**src/hw/rtl/length_crc32_deframer_assert.svh**
```systemverilog
// ----------------------------------------------------------------------------
// length_crc32_deframer_assert.svh
// Assertion macros for the length and CRC-32 deframer.
// ----------------------------------------------------------------------------
`ifndef LENGTH_CRC32_DEFRAMER_ASSERT_SVH
`define LENGTH_CRC32_DEFRAMER_ASSERT_SVH

`ifndef SYNTH
// Same-cycle implication, sampled on the rising clock edge outside reset.
`define LCD_ASSERT_IMP(lbl, clk, rst_n, ante, cons) \
    lbl: assert property (@(posedge clk) disable iff (!rst_n) (ante) |-> (cons)) \
        else $error("deframer assertion failed");
// Next-cycle implication.
`define LCD_ASSERT_NXT(lbl, clk, rst_n, ante, cons) \
    lbl: assert property (@(posedge clk) disable iff (!rst_n) (ante) |=> (cons)) \
        else $error("deframer assertion failed");
`else
`define LCD_ASSERT_IMP(lbl, clk, rst_n, ante, cons)
`define LCD_ASSERT_NXT(lbl, clk, rst_n, ante, cons)
`endif

`endif

```
**src/hw/rtl/lcd_pkg.sv**
```systemverilog
// ----------------------------------------------------------------------------
// lcd_pkg
// Shared types, constants and CRC helpers of the length and CRC-32 deframer.
// ----------------------------------------------------------------------------
`default_nettype none

package lcd_pkg;

    localparam logic [31:0] CRC_POLY    = 32'hEDB88320;
    localparam logic [31:0] CRC_ONES    = 32'hFFFFFFFF;
    localparam logic [31:0] CAP_RESET   = 32'hFFFFFFFF;
    localparam logic [31:0] LEN_MAX     = 32'hFFFFFFF7;
    localparam logic [3:0]  MIN_FRAME   = 4'd8;
    localparam int          QUEUE_DEPTH = 4;

    typedef enum logic [2:0] {
        ST_OK       = 3'd0,
        ST_SHORT    = 3'd1,
        ST_LENGTH   = 3'd2,
        ST_CAPACITY = 3'd3,
        ST_CRC      = 3'd4
    } t_status;

    // One queue entry: the results caused by one accepted byte.
    typedef struct packed {
        logic       has_pay;
        logic       has_sts;
        logic [7:0] data;
        t_status    code;
    } t_entry;

    // Table entry of the reflected CRC-32, computed from the index bits.
    function automatic logic [31:0] crc_table(input logic [7:0] idx);
        logic [31:0] c;
        c = {24'd0, idx};
        for (int i = 0; i < 8; i++) begin
            if (c[0]) begin
                c = (c >> 1) ^ CRC_POLY;
            end else begin
                c = c >> 1;
            end
        end
        return c;
    endfunction

    function automatic logic [31:0] crc_update(input logic [31:0] crc,
                                               input logic [7:0]  b);
        return (crc >> 8) ^ crc_table(crc[7:0] ^ b);
    endfunction

endpackage

`default_nettype wire

```
**src/hw/rtl/length_crc32_deframer.sv**
```systemverilog
// ----------------------------------------------------------------------------
// length_crc32_deframer
// Checks length-prefixed frames carrying a CRC-32 and forwards their payload.
// ----------------------------------------------------------------------------
// The block takes one frame byte per cycle on the slave stream while its queue
// is not full, with tlast on the final byte. A frame is a 4-byte big-endian
// length L, L payload bytes, a 4-byte big-endian reflected CRC-32 of the
// payload (init and final xor all ones) and any number of ignored bytes. Each
// payload byte is passed out as it arrives when L is within the capacity
// register at that time. The final byte always yields one status request
// (tuser high, tlast high) carrying the code: ok, frame under 8 bytes, frame
// shorter than L plus 8, L above capacity, or CRC mismatch. Payload already
// sent is not recalled, so the consumer must drop it unless the status is ok.
// Sustained rate is one byte per cycle while the queue is not full; a final
// byte that is also a payload byte yields two output requests, which the
// output side sends one after the other while the parser keeps accepting into
// the queue. The parser updates the CRC with one table lookup per byte, which
// sets the critical path. There is no clearing pass after reset.
// ----------------------------------------------------------------------------
`default_nettype none

`include "length_crc32_deframer_assert.svh"

module length_crc32_deframer #(
    parameter int QUEUE_DEPTH = lcd_pkg::QUEUE_DEPTH
) (
    input  wire logic           i_clk,
    input  wire logic           i_rst_n,
    // Capacity register write port.
    input  wire logic           i_cfg_wr_en,
    input  wire logic [31:0]    i_cfg_wr_data,
    // Frame byte stream.
    input  wire logic           s_axis_tvalid,
    output logic                s_axis_tready,
    input  wire logic [7:0]     s_axis_tdata,   // [7:0] frame_byte
    input  wire logic           s_axis_tlast,   // frame_end
    // Result stream.
    output logic                m_axis_tvalid,
    input  wire logic           m_axis_tready,
    output logic [15:0]         m_axis_tdata,   // [7:0] payload_byte, [10:8] status_code
    output logic                m_axis_tuser,   // item_kind
    output logic                m_axis_tlast    // last_of_frame
);

    // Receiving buffer capacity in payload bytes.
    logic [31:0]     r_out_capacity;

    lcd_pkg::t_entry q_wr_data;
    lcd_pkg::t_entry q_rd_data;
    logic            q_wr;
    logic            q_rd;
    logic            q_full;
    logic            q_empty;
    logic [7:0]      out_byte;
    logic [2:0]      out_code;

    always_ff @(posedge i_clk) begin
        if (!i_rst_n) begin
            r_out_capacity <= lcd_pkg::CAP_RESET;
        end else if (i_cfg_wr_en) begin
            r_out_capacity <= i_cfg_wr_data;
        end
    end

    // The parser runs the frame state and posts one entry per byte that has
    // any result; header and CRC bytes not at the frame end post nothing.
    lcd_front u_front (
        .i_clk      (i_clk),
        .i_rst_n    (i_rst_n),
        .i_valid    (s_axis_tvalid),
        .o_ready    (s_axis_tready),
        .i_byte     (s_axis_tdata),
        .i_end      (s_axis_tlast),
        .i_capacity (r_out_capacity),
        .i_full     (q_full),
        .o_push     (q_wr),
        .o_entry    (q_wr_data)
    );

    lcd_queue #(
        .DEPTH (QUEUE_DEPTH)
    ) u_queue (
        .i_clk   (i_clk),
        .i_rst_n (i_rst_n),
        .i_wr    (q_wr),
        .i_data  (q_wr_data),
        .o_full  (q_full),
        .i_rd    (q_rd),
        .o_data  (q_rd_data),
        .o_empty (q_empty)
    );

    // The output side holds one entry and sends its payload request first,
    // then its status request.
    lcd_back u_back (
        .i_clk   (i_clk),
        .i_rst_n (i_rst_n),
        .i_entry (q_rd_data),
        .i_empty (q_empty),
        .o_rd    (q_rd),
        .o_valid (m_axis_tvalid),
        .i_ready (m_axis_tready),
        .o_kind  (m_axis_tuser),
        .o_byte  (out_byte),
        .o_code  (out_code),
        .o_last  (m_axis_tlast)
    );

    assign m_axis_tdata = {5'd0, out_code, out_byte};

    // The parser never posts into a full queue.
    `LCD_ASSERT_IMP(a_no_overflow, i_clk, i_rst_n, q_wr, !q_full)
    // Every accepted final byte leaves a status entry in the queue.
    `LCD_ASSERT_IMP(a_end_posts, i_clk, i_rst_n,
                    s_axis_tvalid && s_axis_tready && s_axis_tlast, q_wr)
    // The output side only pops when an entry is waiting.
    `LCD_ASSERT_IMP(a_no_underflow, i_clk, i_rst_n, q_rd, !q_empty)

endmodule

`default_nettype wire

```
**src/hw/rtl/lcd_front.sv**
```systemverilog
// ----------------------------------------------------------------------------
// lcd_front
// Frame parser: tracks header, payload and CRC fields and posts results.
// ----------------------------------------------------------------------------
`default_nettype none

module lcd_front (
    input  wire logic           i_clk,
    input  wire logic           i_rst_n,
    input  wire logic           i_valid,
    output logic                o_ready,
    input  wire logic [7:0]     i_byte,
    input  wire logic           i_end,
    input  wire logic [31:0]    i_capacity,
    input  wire logic           i_full,
    output logic                o_push,
    output lcd_pkg::t_entry     o_entry
);

    typedef enum logic [3:0] {
        PH_HEADER  = 4'b0001,
        PH_PAYLOAD = 4'b0010,
        PH_CRC     = 4'b0100,
        PH_TRAIL   = 4'b1000
    } t_phase;

    t_phase         r_phase, n_phase;
    logic [31:0]    r_count, n_count;
    logic [3:0]     r_seen, n_seen;
    logic [31:0]    r_len, n_len;
    logic [31:0]    r_crc, n_crc;
    logic [31:0]    r_rx, n_rx;

    logic           accept;
    logic           pay;
    logic [32:0]    len_p4;
    logic [32:0]    len_p8;
    logic [32:0]    need;
    lcd_pkg::t_status code;

    assign o_ready = !i_full;
    assign accept  = i_valid && o_ready;
    assign len_p4  = {1'b0, r_len} + 33'd4;
    assign len_p8  = {1'b0, r_len} + 33'd8;

    always_comb begin
        n_phase = r_phase;
        n_count = (r_count == 32'hFFFFFFFF) ? r_count : r_count + 32'd1;
        n_seen  = (r_seen < lcd_pkg::MIN_FRAME) ? r_seen + 4'd1 : r_seen;
        n_len   = r_len;
        n_crc   = r_crc;
        n_rx    = r_rx;
        pay     = 1'b0;

        case (r_phase)
            PH_HEADER: begin
                n_len = {r_len[23:0], i_byte};
                if (n_count == 32'd4) begin
                    n_phase = (n_len == 32'd0) ? PH_CRC : PH_PAYLOAD;
                end
            end
            PH_PAYLOAD: begin
                n_crc = lcd_pkg::crc_update(r_crc, i_byte);
                pay   = (r_len <= i_capacity);
                if ({1'b0, n_count} == len_p4) begin
                    n_phase = PH_CRC;
                end
            end
            PH_CRC: begin
                n_rx = {r_rx[23:0], i_byte};
                if ({1'b0, n_count} == len_p8) begin
                    n_phase = PH_TRAIL;
                end
            end
            PH_TRAIL: begin
            end
            default: begin
                n_phase = PH_HEADER;
            end
        endcase
    end

    // Status of the frame, judged on the state as it stands after this byte.
    assign need = {1'b0, n_len} + 33'd8;

    always_comb begin
        if (n_seen < lcd_pkg::MIN_FRAME) begin
            code = lcd_pkg::ST_SHORT;
        end else if (n_len > lcd_pkg::LEN_MAX) begin
            code = lcd_pkg::ST_LENGTH;
        end else if ({1'b0, n_count} < need) begin
            code = lcd_pkg::ST_LENGTH;
        end else if (n_len > i_capacity) begin
            code = lcd_pkg::ST_CAPACITY;
        end else if ((n_crc ^ lcd_pkg::CRC_ONES) != n_rx) begin
            code = lcd_pkg::ST_CRC;
        end else begin
            code = lcd_pkg::ST_OK;
        end
    end

    assign o_push          = accept && (pay || i_end);
    assign o_entry.has_pay = pay;
    assign o_entry.has_sts = i_end;
    assign o_entry.data    = i_byte;
    assign o_entry.code    = i_end ? code : lcd_pkg::ST_OK;

    always_ff @(posedge i_clk) begin
        if (!i_rst_n) begin
            r_phase <= PH_HEADER;
            r_count <= 32'd0;
            r_seen  <= 4'd0;
            r_len   <= 32'd0;
            r_crc   <= lcd_pkg::CRC_ONES;
            r_rx    <= 32'd0;
        end else if (accept) begin
            if (i_end) begin
                r_phase <= PH_HEADER;
                r_count <= 32'd0;
                r_seen  <= 4'd0;
                r_len   <= 32'd0;
                r_crc   <= lcd_pkg::CRC_ONES;
                r_rx    <= 32'd0;
            end else begin
                r_phase <= n_phase;
                r_count <= n_count;
                r_seen  <= n_seen;
                r_len   <= n_len;
                r_crc   <= n_crc;
                r_rx    <= n_rx;
            end
        end
    end

endmodule

`default_nettype wire

```
**src/hw/rtl/lcd_queue.sv**
```systemverilog
// ----------------------------------------------------------------------------
// lcd_queue
// Small first-word-fall-through queue between the parser and the output side.
// ----------------------------------------------------------------------------
`default_nettype none

module lcd_queue #(
    parameter int DEPTH = lcd_pkg::QUEUE_DEPTH
) (
    input  wire logic               i_clk,
    input  wire logic               i_rst_n,
    input  wire logic               i_wr,
    input  wire lcd_pkg::t_entry    i_data,
    output logic                    o_full,
    input  wire logic               i_rd,
    output lcd_pkg::t_entry         o_data,
    output logic                    o_empty
);

    localparam int PW = $clog2(DEPTH);
    localparam int CW = $clog2(DEPTH + 1);
    localparam logic [PW-1:0] LAST_PTR = PW'(DEPTH - 1);
    localparam logic [CW-1:0] FULL_CNT = CW'(DEPTH);

    lcd_pkg::t_entry r_mem [DEPTH];
    logic [PW-1:0]   r_wr_ptr;
    logic [PW-1:0]   r_rd_ptr;
    logic [CW-1:0]   r_count;

    logic do_wr;
    logic do_rd;

    assign o_full  = (r_count == FULL_CNT);
    assign o_empty = (r_count == '0);
    assign do_wr   = i_wr && !o_full;
    assign do_rd   = i_rd && !o_empty;
    assign o_data  = r_mem[r_rd_ptr];

    always_ff @(posedge i_clk) begin
        if (do_wr) begin
            r_mem[r_wr_ptr] <= i_data;
        end
    end

    always_ff @(posedge i_clk) begin
        if (!i_rst_n) begin
            r_wr_ptr <= '0;
            r_rd_ptr <= '0;
            r_count  <= '0;
        end else begin
            if (do_wr) begin
                r_wr_ptr <= (r_wr_ptr == LAST_PTR) ? '0 : r_wr_ptr + PW'(1);
            end
            if (do_rd) begin
                r_rd_ptr <= (r_rd_ptr == LAST_PTR) ? '0 : r_rd_ptr + PW'(1);
            end
            if (do_wr && !do_rd) begin
                r_count <= r_count + CW'(1);
            end else if (do_rd && !do_wr) begin
                r_count <= r_count - CW'(1);
            end
        end
    end

endmodule

`default_nettype wire

```
**src/hw/rtl/lcd_back.sv**
```systemverilog
// ----------------------------------------------------------------------------
// lcd_back
// Output stage: turns queue entries into payload and status stream items.
// ----------------------------------------------------------------------------
`default_nettype none

module lcd_back (
    input  wire logic               i_clk,
    input  wire logic               i_rst_n,
    input  wire lcd_pkg::t_entry    i_entry,
    input  wire logic               i_empty,
    output logic                    o_rd,
    output logic                    o_valid,
    input  wire logic               i_ready,
    output logic                    o_kind,
    output logic [7:0]              o_byte,
    output logic [2:0]              o_code,
    output logic                    o_last
);

    lcd_pkg::t_entry r_cur;
    logic            r_cur_valid;
    logic            r_pay_pend;

    logic fire;
    logic done;
    logic load;

    assign fire = r_cur_valid && i_ready;
    // An entry is finished once its last item (payload alone, or status) goes out.
    assign done = fire && (!r_pay_pend || !r_cur.has_sts);
    assign load = (!r_cur_valid || done) && !i_empty;
    assign o_rd = load;

    assign o_valid = r_cur_valid;
    assign o_kind  = !r_pay_pend;
    assign o_last  = !r_pay_pend;
    assign o_byte  = r_pay_pend ? r_cur.data : 8'd0;
    assign o_code  = r_pay_pend ? 3'(lcd_pkg::ST_OK) : 3'(r_cur.code);

    always_ff @(posedge i_clk) begin
        if (load) begin
            r_cur <= i_entry;
        end
    end

    always_ff @(posedge i_clk) begin
        if (!i_rst_n) begin
            r_cur_valid <= 1'b0;
            r_pay_pend  <= 1'b0;
        end else if (load) begin
            r_cur_valid <= 1'b1;
            r_pay_pend  <= i_entry.has_pay;
        end else if (done) begin
            r_cur_valid <= 1'b0;
            r_pay_pend  <= 1'b0;
        end else if (fire) begin
            r_pay_pend  <= 1'b0;
        end
    end

endmodule

`default_nettype wire
```
**config.mk**
```make
export PLATFORM = sky130hd
export DESIGN_NAME = length_crc32_deframer
export DESIGN_NICKNAME = d
export VERILOG_FILES = /design/src/hw/rtl/lcd_pkg.sv /design/src/hw/rtl/length_crc32_deframer.sv /design/src/hw/rtl/lcd_front.sv /design/src/hw/rtl/lcd_queue.sv /design/src/hw/rtl/lcd_back.sv
export VERILOG_INCLUDE_DIRS = /design/src /design/src/hw/rtl
export SDC_FILE = /design/constraint.sdc
export NUM_CORES = 1
export LEC_CHECK = 0
export BUFFER_PORTS_ARGS = -buffer_cell sky130_fd_sc_hd__buf_4
export CAP_MARGIN = 20
export CORE_ASPECT_RATIO = 1.75
export CORE_UTILIZATION = 25
export CTS_CLUSTER_DIAMETER = 150
export DETAILED_ROUTE_END_ITERATION = 8
export PLACE_DENSITY_LB_ADDON = 0.15
export SYNTH_ARGS = -nofsm -noshare
export SYNTH_HDL_FRONTEND = slang
export SYNTH_SLANG_ARGS = --single-unit
export TNS_END_PERCENT = 1
```
**constraint.sdc**
```tcl
create_clock -name i_clk -period 4.99 [get_ports i_clk]
set_input_delay 0.2495 -clock i_clk [delete_from_list [all_inputs] [get_ports i_clk]]
set_output_delay 0.2495 -clock i_clk [all_outputs]
set_load 0.01 [all_outputs]
```
Word level (Yosys, flattened, before mapping)
Memories as Yosys holds them, arrays and structs flattened. A register that Yosys moved wholly into a read port is not among the register bits.
Index checks and enable logic that the tools add are counted.
{"block": "op_classes", "add_sub_neg": 9, "n_lt_le_gt_ge": 6, "n_eq_ne": 16, "n_mux": 54, "bitwise_logic": 11, "reduce_logical": 25}
{"op": "$mux W32", "n": 24}
{"op": "$not A13 Y14", "n": 7}
{"op": "$add A32 B4 Y33 const B", "n": 2}
{"op": "$eq A32 B33 Y1", "n": 2}
{"op": "$add A32 B3 Y33 const B", "n": 1}
{"op": "$lt A32 B33 Y1", "n": 1}
{"op": "$add A32 B1 Y32 const B", "n": 1}
{"op": "$eq A32 B3 Y1 const B", "n": 1}
{"op": "$eq A32 B32 Y1 const B", "n": 1}
{"op": "$gt A32 B32 Y1", "n": 1}
{"op": "$gt A32 B32 Y1 const B", "n": 1}
{"op": "$le A32 B32 Y1", "n": 1}
{"op": "$logic_not A32 Y1", "n": 1}
{"op": "$ne A32 B32 Y1", "n": 1}
{"op": "$not A32 Y32", "n": 1}
{"op": "$xor A24 B32 Y32", "n": 1}
{"op": "$mux W3", "n": 10}
{"op": "$mux W4", "n": 6}
{"op": "$pmux W4 S4", "n": 1}
{"op": "$not A1 Y14", "n": 1}
{"op": "$logic_and A1 B1 Y1", "n": 9}
{"op": "$ne A3 B2 Y1 const B", "n": 3}
{"op": "$lt A4 B4 Y1 const B", "n": 2}
{"op": "$mux W1", "n": 8}
{"op": "20 further kinds", "n": 34}
{"block": "totals", "ff_bits": 189, "mem_bits_rw": 52, "n_memories": 1}
{"name": "u_queue.r_mem", "depth": 4, "word_bits": 13, "rd": 1, "rd_clocked_by_memory_dff": 1, "wr": 1, "line": "lcd_queue.sv:25", "rtl": "lcd_pkg::t_entry r_mem [DEPTH];"}

Logic depth before layout (Yosys ltp)
Gate-level depths: netlist of the first run.
{"block": "logic_depth", "ltp_word": 35, "ltp_mapped": 27}

By module
From an unflattened synthesis of the first run, not the netlist that was laid out.
{"block": "hier_totals", "cells_unflattened": 2208, "hier_area_um2": 18596.6}
{"module": "lcd_front", "n_inst": 1, "cells_each": 1941, "area_per_inst_um2": 14443.9}
{"module": "lcd_queue", "n_inst": 1, "cells_each": 118, "area_per_inst_um2": 2398.6}
{"module": "length_crc32_deframer", "n_inst": 1, "cells_each": 109, "area_per_inst_um2": 1189.9}
{"module": "lcd_back", "n_inst": 1, "cells_each": 40, "area_per_inst_um2": 564.3}

Worst setup path after synthesis of the first run
No wires, ideal clock.
{"block": "synth_path", "path_type": "register to register", "start": "register u_front.r_phase[1]", "end": "memory u_queue.r_mem[0][0] (netlist name), data pin", "setup_time_ns": 0.277, "arrival_ns": 5.147, "required_time_ns": 4.713, "path_slack_ns": -0.433, "path_stages_with_launch": 28, "synth_period_minus_slack_ns": 5.423, "path_cell_list": "dfxtp_1 > nor4b_1 > clkbuf_1 > clkbuf_1 > clkbuf_1 > clkbuf_1 > nand2_1 > o21ai_0 > ha_1 > nand3_1 > or3_1 > nor2_1 > nand2_1 > nor2_1 > nand2_1 > xnor2_1 > ha_1 > a21o_1 > a21o_1 > a21oi_1 > nor2b_1 > o21ai_0 > nand2b_1 > a221oi_1 > a21boi_0 > a31o_2 > a21oi_1 > nor2_1"}
{"element": "start: declaration", "line": "lcd_front.sv:27", "rtl": "t_phase r_phase, n_phase;"}
{"element": "start signal: assignment", "line": "lcd_front.sv:125", "rtl": "r_phase <= n_phase;"}
{"element": "end: declaration", "line": "lcd_queue.sv:25"}

==> flow_summary.yaml, run 1 <==
outcome:
  status: "completed"
synth:
  async_reset_ff_frac: 0
  synth_compound_area_frac: 0.160
  synth_edf_count: 64
  muxShareOfSynthArea: 0.0489
  synth_xor_xnor_area_share: 0.126
  synth_warnings: 0
  synth_seq_cells: 243
  ys_seq_area_frac: 0.305
  synthCells: 2138
  synth_ff_type: "dfxtp_1"
  synth_top_family_by_area: "simple AND/OR/NAND/NOR gates"
  avgSynthCellArea_um2: 8.43
  synthAdderAreaFrac: 0.0754
  synth-simple-area-share: 0.233
  ys_types: 85
  syn-cell-area_um2: 18000
clock_network:
  clock-sinks: 243
  cts_buffer_depth: 3
  cts-htree-levels: 1
  clkTransAtPathRegs_ps: 70
  cts_tree: "done"
  cts-root-buf: "clkbuf_16"
  clk_latency_ps: 610
  numCtsBuffers: 28
grt:
  overflow: 0
  antenna_found_initial: 0
  grt_pass1_vias: 17610
  grt_usage: 0.226
  grt_pass1_wl_mm: 120
  grt_max_degree: 71
sta:
  fin_crit_sh: 0.969
  holdWs_ps: 70.6
  setup_viol: 0
  worstMarginPinSlew_ps: 1300
  max_freq_mhz: 207
  slew_violations: 0
  hold_viol_final: 0
  finClkSkew_ps: 14.0
  layout_min_cycle_time_ps: 4840
  relSlewSlack: 0.126
  rsz0062_at_grt: "true"
critical_path:
  crit_arrival_ps: 5300
  worst-setup-path-type: "flip-flop to flip-flop"
  cp_top_family: "compound AO/OA/AOI/OAI gates"
  cp_slowest_stage_delay_ps: 800
  cp_slowest_cell: "a211oi_1"
  crit_path_start: "u_front.r_phase[3]"
  r2r_start: "u_front.r_phase[3]"
  crit_path_end_kind: "flip-flop"
  critPathBufInv: 4
  worstPathRequired_ps: 5450
  start_kind: "flip-flop"
  reg2reg_depth: 16
  crit_chain: "buf_4 -> nor4b_4 -> buf_6 -> buf_4 -> nor2_1 -> a21oi_1 -> inv_1 -> ha_1 -> nand4_1 -> nor2_1 -> nand2_1 -> o221ai_1 -> a211oi_1 -> a211oi_1 -> nand2b_1 -> nor2b_4"
  crit_cells: 16
  r2r_setup_slack_ps: 150
  cp_max_fo: 16
  endpoint: "u_queue.r_mem[0][1]"
  worstReg2RegEnd: "u_queue.r_mem[0][1]"
place:
  dp_cells: 3187
  gp_congestion: 1.04
  portBuffers: 60
  place_area_um2: 20800
  dp_hpwl_mm: 65.1
detailed_routing:
  routed_wl_mm: 82.9
  wl_per_cell_um: 25.3
  firstDrtPassIters: 5
  drc_errors: 0
  vias: 17013
  ant_nets: 0
  vias_per_cell: 5.19
  drt_iter0_markers: 972
worst_hold_path:
  min_path_type: "input port to flip-flop"
  hold_depth: 2
layout:
  finalInstanceArea_um2: 22200
  layout.cells.non_filler: 3280
  layout_common_cells: "281 x buf_4, 245 x nand2_1, 179 x dfxtp_1"
  drive_gt1_frac: 0.167
  num-fill-cells: 7609
  layout_commonest_cell: "buf_4"
  syn2layout_area_growth_pct: 23.2
  fin_nets: 2493
die:
  design.core.area_um2: 71000
  ios: 66
  die_w_um: 205
  rows: 129
  die_y_um: 357
  initial_core_util: 0.254
  die-area_um2: 73200
pwr:
  p_leak_nw: 8.90
  peakVddDrop_uv: 399
  powerDensity_nw_per_um2: 276
  power.total_mw: 6.14
job:
  max-cap-violations: 0
registers in the layout, summed over array words and instances (netlist names), named ones only:
name / cells
u_queue.r_count: 3
u_back.o_valid: 1
u_front.r_rx: 32
u_queue.r_wr_ptr: 2
u_front.r_count: 32
u_queue.r_rd_ptr: 2
u_front.r_phase: 4
r_out_capacity: 32
u_front.r_len: 32
u_front.r_crc: 32
u_back.r_pay_pend: 1
u_front.r_seen: 4
u_queue.r_mem: 52
u_back.r_cur: 12
repair_timing:
| action | CTS | global route |
|---|---|---|
| resized for setup | 7 | 18 |
| setup buffers | 0 | 1 |
| pin swaps | 2 | 12 |
| hold buffers | 38 | 0 |
| endpoints found under the hold margin | 53 | 0 |
| endpoints found under the setup margin | 12 | 14 |
metal layers:
metal	part of all wire	up-vias	track usage
li1	-	8092	-
met4	0.094	0	0.185
met3	0.029	227	0.0231
met5	0	-	0
met1	0.33	8247	0.210
met2	0.54	447	0.439
cell families after synthesis:
family,Yosys count
buffers and inverters,235
AO/OA/AOI/OAI,433
multiplexers,71
AND/OR/NAND/NOR,799
adder cells (fa/ha/maj),108
flip-flops,243
XOR/XNOR,248
other,1
Yosys cell counts (39+ instances only):
| library cell | instances | area (um^2) |
|---|---|---|
| and2_1 | 43 | 269 |
| nand2_1 | 248 | 931 |
| nor3_1 | 50 | 250 |
| mux2i_1 | 51 | 510 |
| nor4_1 | 40 | 250 |
| nand3_1 | 57 | 285 |
| a22oi_1 | 63 | 473 |
| nor2b_1 | 86 | 538 |
| clkbuf_1 | 117 | 439 |
| dfxtp_1 | 179 | 3580 |
| xor2_1 | 63 | 552 |
| a21o_1 | 39 | 293 |
| xnor2_1 | 178 | 1560 |
| nor2_1 | 93 | 349 |
| a21oi_1 | 71 | 355 |
| ha_1 | 107 | 1340 |
| inv_1 | 78 | 293 |
| edfxtp_1 | 64 | 1920 |
| o21ai_0 | 88 | 440 |
| nand4_1 | 69 | 432 |
worst register-to-register path: cells and delay by family (launching register included):
kind | cells | cell delay (ps)
buf+inv | 4 | 740
fa+ha+maj | 1 | 310
simple gates | 7 | 1400
compound gates | 4 | 1930
flops | 1 | 310
through the flow:
stage / setup TNS, ps / util / setup WS (ps)
after floorplan: 0 / - / 9.43
after global placement: -4780 / 0.292 / -423
after detailed placement: -4450 / 0.292 / -405
after CTS: 0 / 0.311 / 1.49
after global routing: -663 / 0.312 / -67.4
final: 0 / 0.313 / 155
layout make-up:
type	instances	area, um^2	area share
multi-input combinational	1664	11700	0.529
sequential	243	5510	0.248
timing repair buffer	324	2570	0.116
tap	917	1150	0.0517
clock buffer	39	792	0.0357
inverter	78	293	0.0132
clock inverter	13	150	0.00676
antenna	2	5.00	0.000225
worst min path at each step:
stage                      startpoint              endpoint
CTS                   s_axis_tdata[6]   u_queue.r_mem[0][9]
finish                s_axis_tdata[6]   u_queue.r_mem[0][9]
global route          s_axis_tdata[6]   u_queue.r_mem[0][9]
floorplan             s_axis_tdata[7]  u_queue.r_mem[0][10]
detailed placement  i_cfg_wr_data[22]    r_out_capacity[22]
global placement     i_cfg_wr_data[0]     r_out_capacity[0]
power breakdown:
group	total (mW)	switching [mW]	internal [mW]
combinational	1.69	0.994	0.692
clock	2.18	0.958	1.22
sequential	2.27	0.0903	2.18
Power figures use the tool's default switching activity.
==> run 2, diff against run 1 <==
--- a/config.mk
+++ b/config.mk
@@ -6,6 +6,7 @@
 export SDC_FILE = /design/constraint.sdc
 export NUM_CORES = 1
 export LEC_CHECK = 0
+export ABC_CLOCK_PERIOD_IN_PS = 6000
 export BUFFER_PORTS_ARGS = -buffer_cell sky130_fd_sc_hd__buf_4
 export CAP_MARGIN = 20
 export CORE_ASPECT_RATIO = 1.75
==> constraint.sdc (replaced) <==
create_clock -name i_clk -period 6 [get_ports i_clk]
set_input_delay 0.3 -clock i_clk [delete_from_list [all_inputs] [get_ports i_clk]]
set_output_delay 0.3 -clock i_clk [all_outputs]
set_load 0.01 [all_outputs]
==> run 2 against run 1 <==
  * Fmax shrank 16%
  * Non-clock buffer count shrank 136
  * Clock skew grew 15 ps
  * Wire length shrank 4.6%
  * Clock power shrank 20%
  * Die area is the same
  * Utilization shrank 1.6 points
  * Setup slack gained 77 ps
  * Power shrank 19%
  * Combinational power shrank 22%
  * Final cell count shrank 4.2%
  * Critical path type unchanged
  * Critical endpoint is now u_queue.r_mem[0][2]
==> flow_summary.yaml, run 2 (synthesized netlist as in run 1, its figures left out) <==
pwr:
  p_leak_nw: 8.18
  powerDensity_nw_per_um2: 236
  peakVddDrop_uv: 186
place:
  dp_hpwl_mm: 60.8
  portBuffers: 60
  gp_congestion: 0.953
die:
  die_y_um: 357
  rows: 129
  ios: 66
  die-area_um2: 73200
  die_w_um: 205
  initial_core_util: 0.254
  design.core.area_um2: 71000
clock_network:
  cts-root-buf: "clkbuf_16"
  cts_buffer_depth: 3
  clk_latency_ps: 620
  clock-sinks: 243
  numCtsBuffers: 28
  cts_tree: "done"
  clkTransAtPathRegs_ps: 60
  cts-htree-levels: 1
  post-cts-setup-buffer-count: 0
detailed_routing:
  vias_per_cell: 5.30
  drt_iter0_markers: 1087
  firstDrtPassIters: 8
  ant_nets: 0
  wl_per_cell_um: 25.2
  routed_wl_mm: 79.1
  drc_errors: 0
  vias: 16641
critical_path:
  reg2reg_depth: 18
  crit_path_end_kind: "flip-flop"
  cp_max_fo: 7
  start_kind: "flip-flop"
  worst-setup-path-type: "flip-flop to flip-flop"
  worstPathRequired_ps: 6370
  crit_arrival_ps: 6130
worst_hold_path:
  hold_depth: 1
  min_path_type: "input port to flip-flop"
sta:
  hold_viol_final: 0
  slew_violations: 0
  finClkSkew_ps: 29.2
  holdWs_ps: 51.5
  relSlewSlack: 0.251
  fin_crit_sh: 0.961
  tns_ps: 0
  max_freq_mhz: 173
  layout_min_cycle_time_ps: 5770
  worstMarginPinSlew_ps: 1110
  rsz0062_at_grt: "false"
  setup_viol: 0
layout:
  multi_input_area_um2: 11700
  layout_commonest_cell: "nand2_1"
  regMostFlops: "u_queue.r_mem"
  largest_register_ffs: 52
  fin_nets: 2357
  syn2layout_area_growth_pct: 16.7
  num-fill-cells: 7630
  drive_gt1_frac: 0.112
  layout.area.seq_um2: 5510
  layout_common_cells: "246 x nand2_1, 179 x dfxtp_1, 178 x xnor2_1"
outcome:
  status: "completed"
grt:
  grt_pass1_vias: 17027
  overflow: 0
  antenna_found_initial: 0
  grt_pass1_wl_mm: 115
  grt_usage: 0.215
  grt_max_degree: 77
job:
  max-cap-violations: 0
-- run 2: cell types whose count changed in the layout (fill, tap and decap cells not counted), sizes merged --
cell	delta
bufinv	-1
clkbuf	-5
buf	-133
diode	-1
inv	+3
clkinvlp	+3
dlygate4sd3	-3
clkinv	-2
-- run 2: area by class of cell --
| class | instances | area share |
|---|---|---|
| Clock inverter | 16 | 0.00756 |
| Timing Repair Buffer | 188 | 0.0716 |
| Sequential cell | 243 | 0.262 |
| Tap cell | 917 | 0.0546 |
| Inverter | 78 | 0.0139 |
| Multi-Input combinational cell | 1664 | 0.555 |
| Antenna cell | 1 | 0.000119 |
| Clock buffer | 34 | 0.0358 |
-- run 2: final timing paths --
path | endpoint | start | slack, ps
worst min-delay path | u_queue.r_mem[0][5] | s_axis_tdata[2] | 50
worst max-delay path | u_queue.r_mem[0][2] | u_front.r_phase[1] | 230
worst min register to register | u_queue.r_count[2] | u_queue.r_count[2] | 510
worst max register to register | u_queue.r_mem[0][2] | u_front.r_phase[1] | 230
-- run 2: routing by layer --
| metal | wire [um] | up-vias | global-route usage | share of wire |
|---|---|---|---|---|
| li1 | - | 7798 | - | - |
| met1 | 27500 | 8103 | 0.209 | 0.35 |
| met2 | 41800 | 510 | 0.409 | 0.53 |
| met3 | 2240 | 230 | 0.0168 | 0.028 |
| met4 | 7480 | 0 | 0.176 | 0.095 |
| met5 | 0 | - | 0 | 0 |
-- run 2: stage by stage --
step	instance area (um^2)	instances	utilization	power, mW	worst slack [ps]
floorplan	18000	2142	-	2.73	577
global placement	19700	3052	0.278	3.23	161
detailed placement	19700	3054	0.278	3.24	121
CTS	21000	3139	0.296	5.04	76.8
global route	21000	3140	0.296	5.19	50.1
finish	21000	3141	0.296	4.97	232
-- run 2: critical path, stage by stage, from the launching register on --
cell and delay, ps:
dfxtp_1 380, or4b_2 840, mux2i_1 210, inv_1 150, and4_1 290, nand4_1 200, or3_1 440, nor2_1 210
nand2_1 110, nor2_1 290, nand4_1 160, xnor2_1 160, ha_1 310, nand4_1 150, nor4_2 490, nor4b_1 300
a31o_2 290, nand2b_1 110, a211oi_1 430
-- run 2: where the power goes --
group / leakage, nW / total, mW / switching [mW] / internal (mW)
sequential: 2.05 / 1.90 / 0.0824 / 1.82
clock: 0.428 / 1.75 / 0.807 / 0.947
combinational: 5.70 / 1.31 / 0.793 / 0.519
-- run 2: what timing repair did --
item                                    in CTS  in global routing
hold buffers                                35                  0
endpoints found under the hold margin       41                  0
endpoints found under the setup margin       0                 12
resized for setup                            0                  4
